`config.mk`:
```
export PLATFORM = sky130hd
export DESIGN_NAME = load_cell_adc_serial_reader
export DESIGN_NICKNAME = d
export VERILOG_FILES = /design/src/hdl/lcasr_pkg.sv /design/src/hdl/load_cell_adc_serial_reader.sv /design/src/hdl/lcasr_fsm.sv
export SDC_FILE = /design/constraint.sdc
export NUM_CORES = 1
export LEC_CHECK = 0
export BUFFER_PORTS_ARGS = -buffer_cell sky130_fd_sc_hd__buf_2
export CAP_MARGIN = 15
export CORE_ASPECT_RATIO = 1.4
export CORE_MARGIN = 5
export CORE_UTILIZATION = 45
export DETAILED_ROUTE_END_ITERATION = 16
export PLACE_DENSITY = 0.63
export SKIP_CTS_REPAIR_TIMING = 1
export SLEW_MARGIN = 20
export SYNTH_ARGS = -nofsm -noshare
export SYNTH_HDL_FRONTEND = slang
export SYNTH_SLANG_ARGS = --single-unit
```
`constraint.sdc`:
```
create_clock -name clk_i -period 6.1 [get_ports clk_i]
set_input_delay 0.915 -clock clk_i [delete_from_list [all_inputs] [get_ports clk_i]]
set_output_delay 0.915 -clock clk_i [all_outputs]
set_load 0.1 [all_outputs]
```
`src/hdl/lcasr_pkg.sv`:
```
package lcasr_pkg;

  localparam int DataBits = 24;
  localparam int OutBits = 24;
  localparam int PulseW = $clog2(DataBits + 4);
  localparam int TickW = 24;
  localparam int SettleW = 16;
  localparam int ChanW = 2;
  localparam int CfgIdxW = 2;
  localparam int CfgDataW = 24;

  localparam logic [ChanW-1:0] ChanMax = 2'd2;
  localparam logic [ChanW-1:0] ChanUnknown = 2'd3;

  localparam logic [ChanW-1:0] NextChanReset = 2'd0;
  localparam logic [TickW-1:0] TimeoutReset = 24'd100000;
  localparam logic [SettleW-1:0] SettleReset = 16'd60;

  localparam logic [CfgIdxW-1:0] CfgNextChannel = 2'd0;
  localparam logic [CfgIdxW-1:0] CfgTimeoutTicks = 2'd1;
  localparam logic [CfgIdxW-1:0] CfgSettleTicks = 2'd2;

  typedef enum logic [1:0] {
    PhWait = 2'd0,
    PhShift = 2'd1,
    PhSettle = 2'd2
  } phase_e;

  typedef struct packed {
    logic [ChanW-1:0] next_channel;
    logic [TickW-1:0] timeout_ticks;
    logic [SettleW-1:0] settle_ticks;
  } cfg_t;

  typedef struct packed {
    logic clock_line;
    logic sample_valid;
    logic signed [OutBits-1:0] sample_value;
    logic [ChanW-1:0] sample_channel;
    logic timed_out;
  } result_t;

endpackage

```
`src/hdl/load_cell_adc_serial_reader.sv`:
```
// Serial reader for a two-wire 24-bit load-cell converter.
// Input channel: one request per time-base tick, carrying the sampled
// converter data line (in_valid_i / in_stall_o / data_line_i).
// Output channel: one result per request, carrying the clock line level to
// drive for that tick, an optional sign-extended sample with its channel,
// and a timeout flag (out_valid_o / out_stall_i).
// Throughput: one request per cycle while the receiver does not stall the
// output; the whole tick update is one pass of logic from the state registers
// into the output register. The result of a request is registered and shown
// in the cycle after it is accepted. When the receiver stalls, the result is
// held in the output register and in_stall_o rises, so no further request is
// taken until it drains. Reset: waits for data ready with the clock low,
// channel unknown (the first read reports nothing), registers at next_channel
// 0, timeout_ticks 100000, settle_ticks 60. The user must write registers
// through cfg_we_i at index cfg_index_i while the block is idle (the block
// has no check for it); a next_channel write takes effect at the next read.
module load_cell_adc_serial_reader (
  input  logic clk_i,
  input  logic rst_ni,
  input  logic in_valid_i,
  output logic in_stall_o,
  input  logic data_line_i,
  output logic out_valid_o,
  input  logic out_stall_i,
  output logic clock_line_o,
  output logic sample_valid_o,
  output logic signed [lcasr_pkg::OutBits-1:0] sample_value_o,
  output logic [lcasr_pkg::ChanW-1:0] sample_channel_o,
  output logic timed_out_o,
  input  logic cfg_we_i,
  input  logic [lcasr_pkg::CfgIdxW-1:0] cfg_index_i,
  input  logic [lcasr_pkg::CfgDataW-1:0] cfg_wdata_i
);

  lcasr_pkg::cfg_t cfg_q;
  lcasr_pkg::result_t step_res;
  lcasr_pkg::result_t res_q;
  logic out_valid_q;
  logic accept;

  assign in_stall_o = out_valid_q && out_stall_i;
  assign accept = in_valid_i && !in_stall_o;

  always_ff @(posedge clk_i or negedge rst_ni) begin
    if (!rst_ni) begin
      cfg_q.next_channel <= lcasr_pkg::NextChanReset;
      cfg_q.timeout_ticks <= lcasr_pkg::TimeoutReset;
      cfg_q.settle_ticks <= lcasr_pkg::SettleReset;
    end else if (cfg_we_i) begin
      case (cfg_index_i)
        lcasr_pkg::CfgNextChannel: begin
          cfg_q.next_channel <= cfg_wdata_i[lcasr_pkg::ChanW-1:0];
        end
        lcasr_pkg::CfgTimeoutTicks: begin
          cfg_q.timeout_ticks <= cfg_wdata_i[lcasr_pkg::TickW-1:0];
        end
        lcasr_pkg::CfgSettleTicks: begin
          cfg_q.settle_ticks <= cfg_wdata_i[lcasr_pkg::SettleW-1:0];
        end
        default: begin
        end
      endcase
    end
  end

  lcasr_fsm u_fsm (
    .clk_i       (clk_i),
    .rst_ni      (rst_ni),
    .step_i      (accept),
    .data_line_i (data_line_i),
    .cfg_i       (cfg_q),
    .result_o    (step_res)
  );

  always_ff @(posedge clk_i or negedge rst_ni) begin
    if (!rst_ni) begin
      out_valid_q <= 1'b0;
    end else if (accept) begin
      out_valid_q <= 1'b1;
    end else if (!out_stall_i) begin
      out_valid_q <= 1'b0;
    end
  end

  always_ff @(posedge clk_i) begin
    if (accept) begin
      res_q <= step_res;
    end
  end

  assign out_valid_o = out_valid_q;
  assign clock_line_o = res_q.clock_line;
  assign sample_valid_o = res_q.sample_valid;
  assign sample_value_o = res_q.sample_value;
  assign sample_channel_o = res_q.sample_channel;
  assign timed_out_o = res_q.timed_out;

endmodule

```
`src/hdl/lcasr_fsm.sv`:
```
module lcasr_fsm (
  input  logic clk_i,
  input  logic rst_ni,
  input  logic step_i,
  input  logic data_line_i,
  input  lcasr_pkg::cfg_t cfg_i,
  output lcasr_pkg::result_t result_o
);

  lcasr_pkg::phase_e phase_q, phase_d;
  logic [lcasr_pkg::TickW-1:0] tick_q, tick_d;
  logic [lcasr_pkg::PulseW-1:0] pulse_q, pulse_d;
  logic [lcasr_pkg::DataBits-1:0] shift_q, shift_d;
  logic [lcasr_pkg::ChanW-1:0] cur_chan_q, cur_chan_d;
  logic [lcasr_pkg::ChanW-1:0] latched_q, latched_d;

  logic [lcasr_pkg::TickW-1:0] tick_inc;
  logic [lcasr_pkg::PulseW-1:0] pulse_inc;
  logic [lcasr_pkg::PulseW-1:0] pulse_total;
  logic pulse_done;
  logic settle_done;
  logic timeout_hit;
  logic settle_zero;
  logic [lcasr_pkg::DataBits+lcasr_pkg::OutBits-1:0] word_ext;

  assign tick_inc = tick_q + 1'b1;
  assign pulse_inc = pulse_q + 1'b1;
  assign pulse_total = lcasr_pkg::PulseW'(lcasr_pkg::DataBits + 1)
                       + lcasr_pkg::PulseW'(latched_q);
  assign pulse_done = pulse_inc >= pulse_total;
  assign settle_zero = cfg_i.settle_ticks == '0;
  assign settle_done = tick_inc >= lcasr_pkg::TickW'(cfg_i.settle_ticks);
  assign timeout_hit = tick_inc >= cfg_i.timeout_ticks;
  assign word_ext = {{lcasr_pkg::OutBits{shift_q[lcasr_pkg::DataBits-1]}}, shift_q};

  // next phase
  always_comb begin
    phase_d = phase_q;
    case (phase_q)
      lcasr_pkg::PhShift: begin
        if (tick_q != '0 && pulse_done) begin
          phase_d = settle_zero ? lcasr_pkg::PhWait : lcasr_pkg::PhSettle;
        end
      end
      lcasr_pkg::PhSettle: begin
        if (settle_done) begin
          phase_d = lcasr_pkg::PhWait;
        end
      end
      default: begin
        phase_d = data_line_i ? lcasr_pkg::PhWait : lcasr_pkg::PhShift;
      end
    endcase
  end

  // datapath and result
  always_comb begin
    logic finish;
    finish = 1'b0;
    tick_d = tick_q;
    pulse_d = pulse_q;
    shift_d = shift_q;
    cur_chan_d = cur_chan_q;
    latched_d = latched_q;
    result_o = '0;
    case (phase_q)
      lcasr_pkg::PhShift: begin
        if (tick_q == '0) begin
          result_o.clock_line = 1'b1;
          if (pulse_q < lcasr_pkg::PulseW'(lcasr_pkg::DataBits)) begin
            shift_d = {shift_q[lcasr_pkg::DataBits-2:0], data_line_i};
          end
          tick_d = lcasr_pkg::TickW'(1);
        end else begin
          tick_d = '0;
          pulse_d = pulse_inc;
          finish = pulse_done && settle_zero;
        end
      end
      lcasr_pkg::PhSettle: begin
        tick_d = tick_inc;
        finish = settle_done;
      end
      default: begin
        if (!data_line_i) begin
          tick_d = '0;
          pulse_d = '0;
          shift_d = '0;
          latched_d = (cfg_i.next_channel > lcasr_pkg::ChanMax) ? lcasr_pkg::ChanMax
                                                                 : cfg_i.next_channel;
        end else begin
          tick_d = tick_inc;
          if (timeout_hit) begin
            result_o.timed_out = 1'b1;
            tick_d = '0;
          end
        end
      end
    endcase
    if (finish) begin
      // all-ones word is dropped, unknown channel reports nothing
      if (!(&shift_q) && cur_chan_q <= lcasr_pkg::ChanMax) begin
        result_o.sample_valid = 1'b1;
        result_o.sample_value = word_ext[lcasr_pkg::OutBits-1:0];
        result_o.sample_channel = cur_chan_q;
      end
      cur_chan_d = latched_q;
      tick_d = '0;
      pulse_d = '0;
    end
  end

  always_ff @(posedge clk_i or negedge rst_ni) begin
    if (!rst_ni) begin
      phase_q <= lcasr_pkg::PhWait;
      tick_q <= '0;
      pulse_q <= '0;
      shift_q <= '0;
      cur_chan_q <= lcasr_pkg::ChanUnknown;
      latched_q <= '0;
    end else if (step_i) begin
      phase_q <= phase_d;
      tick_q <= tick_d;
      pulse_q <= pulse_d;
      shift_q <= shift_d;
      cur_chan_q <= cur_chan_d;
      latched_q <= latched_d;
    end
  end

endmodule

```
### After elaboration in Yosys (flattened, before gate mapping)

Cells that the tools add are included.

* register bits: 131
* bits in latches: 0
* bits in writable memories: 0
* bits in read-only memories: 0
* word-level logic and storage cells: 89
* memories kept: 0

* add/sub/neg operators: 3
* multiply operators: 0
* div/mod/pow operators: 0
* $lt $le $gt $ge: 6
* equality and inequality tests: 13
* shift operators: 0
* multiplexer cells: 26
* bitwise operators: 3
* reductions and logical operators: 23

Operator list (number)
* $mux 24: 6
* $pmux 24 s2: 2
* $mux 27: 1
* $add 24x1->24 const B: 1
* $ge 24x16->1: 1
* $ge 24x24->1: 1
* $logic_not 24->1: 1
* $reduce_and 24->1: 1
* $reduce_bool 24->1: 1
* $logic_not 16->1: 1
* $mux 5: 3
* $ne 2x1->1 const B: 7
* $pmux 5 s2: 1
* $reduce_and 2->1: 5
* $mux 2: 4
* $mux 1: 7
* $reduce_and 3->1: 2
* $add 4x3->5 const A: 1
* $add 5x1->5 const B: 1
* $ge 5x5->1: 1
* $logic_and 1x1->1: 5
* $lt 5x5->1 const B: 1
* $reduce_and 5->1: 1
* $eq 2x1->1 const B: 2
* other kinds (13): 17

### Longest topological paths before layout

* word-level depth: 7
* gate-level depth with buffers: 17
* mapped depth without buffers: 14

### Cells and area by module

Synthesis repeated with hierarchy kept, for this count alone.

* cell total of the unflattened synthesis: 648
* area, all modules: 7170.6 um^2

By module, submodules not included
* lcasr_fsm: times used 1, cells an instance 525, area an instance 4525.6 um^2, seq. area each 1478.9 um^2
* load_cell_adc_serial_reader: times used 1, cells an instance 123, area an instance 2645.0 um^2, seq. area each 1959.4 um^2

### Worst setup path after synthesis

No wires, ideal clock.

* path type: flip-flop to flip-flop
* start point: register u_fsm.tick_q[0] in the netlist's numbering
* end point: register res_q, in the netlist sample_value_o[10], data pin
* setup time: 131 ps
* data arrival time: 3418 ps
* data required time: 5969 ps
* setup slack: 2551 ps
* stages on the path, launching flop included: 17
* path buffers: 2
* period minus slack after synthesis: 3549 ps
* cells stage by stage: dfrtp_1 -> ha_1 -> nand4_2 -> nor2_1 -> nand4_1 -> xnor2_1 -> ha_1 -> nand4_1 -> a211o_1 -> a311o_1 -> nand3_1 -> nor4_2 -> o31a_1 -> buf_4 -> a221oi_4 -> buf_2 -> and2_1

* longest elaborated chain between the ends: 4

Ends and longest elaborated chain
* from (decl): line lcasr_fsm.sv:11 `logic [lcasr_pkg::TickW-1:0] tick_q, tick_d;`
* from (signal assigned): line lcasr_fsm.sv:123 `tick_q <= tick_d;`
* $add 24x1->24 or $logic_not 24->1 (tied branches): line lcasr_fsm.sv:26, lcasr_fsm.sv:68
* $ge 24x16->1 or $mux 1 (tied branches): line lcasr_fsm.sv:32, lcasr_fsm.sv:68
* $pmux 1 s2 *: line lcasr_fsm.sv:66 `case (phase_q)`
* $reduce_and 2->1 (no line) *
* to (signal assigned): line load_cell_adc_serial_reader.sv:87 `res_q <= step_res;`
* to (decl): line load_cell_adc_serial_reader.sv:37 `lcasr_pkg::result_t res_q;`

Mark *: on every way between the ends. The rest lies on a longest branch, timed or not.
A chain may end at the register's enable or synchronous reset.

### Final worst setup path

* start point: register u_fsm.tick_q[2] in the netlist's numbering
* end point: register u_fsm.tick_q[17] in the netlist's numbering

* longest elaborated chain between the ends: 6

Ends and longest elaborated chain
* $add 24x1->24: line lcasr_fsm.sv:26 `assign tick_inc = tick_q + 1'b1;`
* $ge 24x24->1: line lcasr_fsm.sv:33 `assign timeout_hit = tick_inc >= cfg_i.timeout_ticks;`
* $mux 24: line lcasr_fsm.sv:93 `if (timeout_hit) begin`
* $mux 24: line lcasr_fsm.sv:85 `if (!data_line_i) begin`
* $pmux 24 s2: line lcasr_fsm.sv:66
* $mux 24 *: line lcasr_fsm.sv:100 `if (finish) begin`

Marks and branches as above.

==> impl_summary.log <==
INFO  metric grt_util_overall = 19.2%
INFO  metric p_per_area = 341 nW/um2
INFO  metric synth_area = 7300 um2
INFO  metric routed_wl = 17600 um
INFO  metric post-synth-top-count-cell = sky130_fd_sc_hd__nand2_1
INFO  metric fmaxAchievable = 221 MHz
INFO  metric core = 16000 um2
INFO  metric floorplan.die.height = 161 um
INFO  metric globalRoute.totalOverflow = 0
INFO  metric floorplan.die_area = 18900 um2
INFO  metric nFillCells = 1460
INFO  metric synth-async-reset-ratio = 77.9%
INFO  metric layout.nets = 861
INFO  metric dpl-instance-area = 7730 um2
INFO  metric maximum_vdd_ir_drop = 0.000184 V
INFO  metric end_kind = register
INFO  metric syn-mean-instance-area = 10.0 um2
INFO  metric antenna_found_initial = 0
INFO  metric setup_tns = 0 ns
INFO  metric top_level_ports = 63
INFO  metric rsz0062_at_grt = no
INFO  metric buffer_ports.inserted = 62
INFO  metric number_of_sinks_driven_by_the_clock_tree = 131
INFO  metric proportion_of_layout_cells_with_a_drive_suffix_above_1 = 21.3%
INFO  metric critical_path_arrival = 4.79 ns
INFO  metric last_weighted_congestion_value_of_the_routability_driven_placer = 0.931
INFO  metric netlist.top_cell.by_area = sky130_fd_sc_hd__dfrtp_1
INFO  metric detailroute.via_count = 5477
INFO  metric worstMarginPinSlew = 0.990 ns
INFO  metric fraction_of_the_mapped_netlist_area_in_simple_logic_gates = 18.9%
INFO  metric cts.reportedPaths.clkPinSlew = 0.07 ns
INFO  metric drtPass1Iterations = 5
INFO  metric timing.final.crit_period = 4.53 ns
INFO  metric synth.cells.most_frequent = sky130_fd_sc_hd__nand2_1 (114), sky130_fd_sc_hd__dfrtp_1 (90), sky130_fd_sc_hd__inv_1 (57)
INFO  metric adder_cell_area_share_of_the_yosys_netlist = 8.40%
INFO  metric power = 2.85 mW
INFO  metric synth-edff-count = 29
INFO  metric setup.reg_to_reg.worst_slack = 1.57 ns
INFO  metric floorplan.rows = 55
INFO  metric part_of_the_yosys_area_used_for_sequential_elements = 47.1%
INFO  metric post_drt_via_cell_ratio = 5.52
INFO  metric setup_viol = 0
INFO  metric post_synth_xor_area_fraction = 2.76%
INFO  metric fin_util = 52.0%
INFO  metric postSynthNetCount = 809
INFO  metric max_clock_buf_depth = 2
INFO  metric worstHoldPathType = in -> async
INFO  metric routedWlPerCell = 17.7 um
INFO  metric main_combinational_cell_family_by_area_after_synthesis = simple AND/OR/NAND/NOR gates
INFO  metric diodes = 0
INFO  metric status = complete, no violations
INFO  metric die_w = 118 um
INFO  metric critical_path.cell_chain = nand4_1 > nor2_1 > and3_1 > nand3_1 > xnor2_1 > ha_1 > nand4_1 > a211o_1 > a311o_1 > nand3_1 > nor4_2 > and4_1 > nor2_2 > o211ai_1
INFO  metric synth_mux_area_share = 7.22%
INFO  metric clk-insertion-delay-late = 0.42 ns
INFO  metric critPathMaxFanout = 21
INFO  metric grt_pass1_wl = 29400 um
INFO  metric synth_flop_cell = sky130_fd_sc_hd__dfrtp_1
INFO  metric final_min_period_over_clock_period = 74.3%
INFO  metric hpwl = 13100 um
INFO  metric ys_warn_count = 0
INFO  metric post-route-drc-count = 0
INFO  metric worst_slew_margin_rel = 33.9%
INFO  metric postRouteAntennaNets = 0
INFO  metric synth.lib_cells_used.distinct = 60
INFO  metric finClkSkew = 0.0150 ns
INFO  metric crit_path_start_kind = register
INFO  metric tritoncts = yes
INFO  metric grt_pass1_vias = 5708
INFO  metric cts_inserted_buffers = 17
INFO  metric complex_gate_fraction_of_the_synthesized_area = 10.2%
INFO  metric crit_type = reg -> reg
INFO  metric cts.htree.levels = 4
INFO  metric required = 6.35 ns
INFO  metric area_growth_syn_to_layout = 14.3%
INFO  metric worst_path_max_delay_cell = sky130_fd_sc_hd__nor2_2
INFO  metric synth_top_cells_by_area = sky130_fd_sc_hd__dfrtp_1 (31%), sky130_fd_sc_hd__edfxtp_1 (12%), sky130_fd_sc_hd__ha_1 (8.4%), sky130_fd_sc_hd__mux2_2 (6.9%), sky130_fd_sc_hd__nand2_1 (5.9%)
INFO  metric clk_root_buffer_cell = sky130_fd_sc_hd__clkbuf_16
INFO  metric whs = 0.471 ns
INFO  metric floorplan.initialDensity = 45.5%
INFO  metric synth_top_cell_area_share = 30.8%
INFO  metric report.final.slew_viol_count = 0
INFO  metric synth_seq_cells = 131
INFO  metric stdcell_area = 8340 um2
INFO  metric gate_count_post_synth = 728
INFO  metric finalHoldViolations = 0
INFO  metric worst_path_largest_cell_delay = 0.81 ns
INFO  metric drtIter0Drc = 398
INFO  metric max-cap-violations = 0
INFO  metric grt_start_max_net_pins = 65
INFO  metric p_leak = 3.76 nW
cells by family (layout without fill, tap and decap cells):
| group | Yosys count | count (layout) |
|---|---|---|
| fa+ha+maj | 49 | 49 |
| compound gates | 115 | 115 |
| flops | 131 | 131 |
| buf+inv | 93 | 158 |
| mux | 47 | 47 |
| simple gates | 270 | 270 |
| xor+xnor | 23 | 23 |
routing by layer:
metal	routed length, um	up-vias	track usage [%]
li1	-	2669	-
met2	9330	134	35.3
met4	703	0	8.97
met1	6960	2636	21.4
met3	608	38	3.24
met5	0	-	0
state kept, by name, indices dropped and copies added (netlist names):
signal and flops:
cfg_q 42, u_fsm.tick_q 24, u_fsm.phase_q 2, out_valid_o 1, u_fsm.cur_chan_q 2, sample_channel_o 2
timed_out_o 1, u_fsm.pulse_q 5, u_fsm.latched_q 2, clock_line_o 1, sample_valid_o 1, sample_value_o 24
u_fsm.shift_q 24
critical path: cells and delay by family (launching register included):
| kind | cells | cell delay, ns |
|---|---|---|
| simple gates | 9 | 2.49 |
| compound gates | 3 | 0.81 |
| flops | 1 | 0.54 |
| fa+ha+maj | 1 | 0.34 |
| xor+xnor | 1 | 0.19 |
placed cells by master (no fill, tap or decap), drive strengths merged, types with 2 or more instances in the layout:
cell type,synthesis,final
o211ai,11,11
ha,49,49
nor2b,3,3
nor2,24,24
dfrtp,90,90
nor3,9,9
a21oi,10,10
and3,4,4
nor4,12,12
nand4,30,30
buf,17,69
nor3b,3,3
a221oi,2,2
and4,6,6
edfxtp,29,29
clkbuf,19,17
o22ai,2,2
or3,5,5
nand4b,3,3
nand3,16,16
nand2b,6,6
xor2,7,7
clkinv,0,4
o2111ai,2,2
nand3b,3,3
xnor2,16,16
o21a,3,3
o21ai,61,61
a211oi,6,6
nand2,114,114
inv,57,65
mux2i,2,2
dfstp,12,12
a31oi,3,3
clkinvlp,0,2
mux2,45,45
and2,30,30
a21o,6,6
through the flow:
stage	setup slack [ns]	std cells
after global placement	1.75	960
final	1.57	992
after global routing	1.24	992
after detailed placement	1.58	960
after CTS	1.57	992
after floorplan	2.55	728
cell type report:
type	instances	area, um2	area share [%]
inverter	57	214	2.56
clock buffer	17	425	5.10
sequential	131	3440	41.2
timing repair buffer	69	365	4.38
tap	199	249	2.98
clock inverter	15	185	2.22
multi-input combinational	504	3460	41.5
power breakdown:
group	leakage, nW	switching (mW)	internal, mW
clock	0.293	0.452	0.589
combinational	1.88	0.441	0.236
sequential	1.58	0.110	1.02
total	3.76	1.00	1.84
worst paths after layout:
kind / from / cells after the start / endpoint
setup / recovery: u_fsm.tick_q[2] / 14 / u_fsm.tick_q[17]
max in group asynchronous: rst_ni / 2 / u_fsm.phase_q[0]
setup reg to reg: u_fsm.tick_q[2] / 14 / u_fsm.tick_q[17]
hold / removal: rst_ni / 1 / out_valid_o
min in group clk_i: cfg_q[17] / 1 / cfg_q[17]
hold reg to reg: cfg_q[17] / 1 / cfg_q[17]
Note: power is estimated with default switching activity, not from simulation.
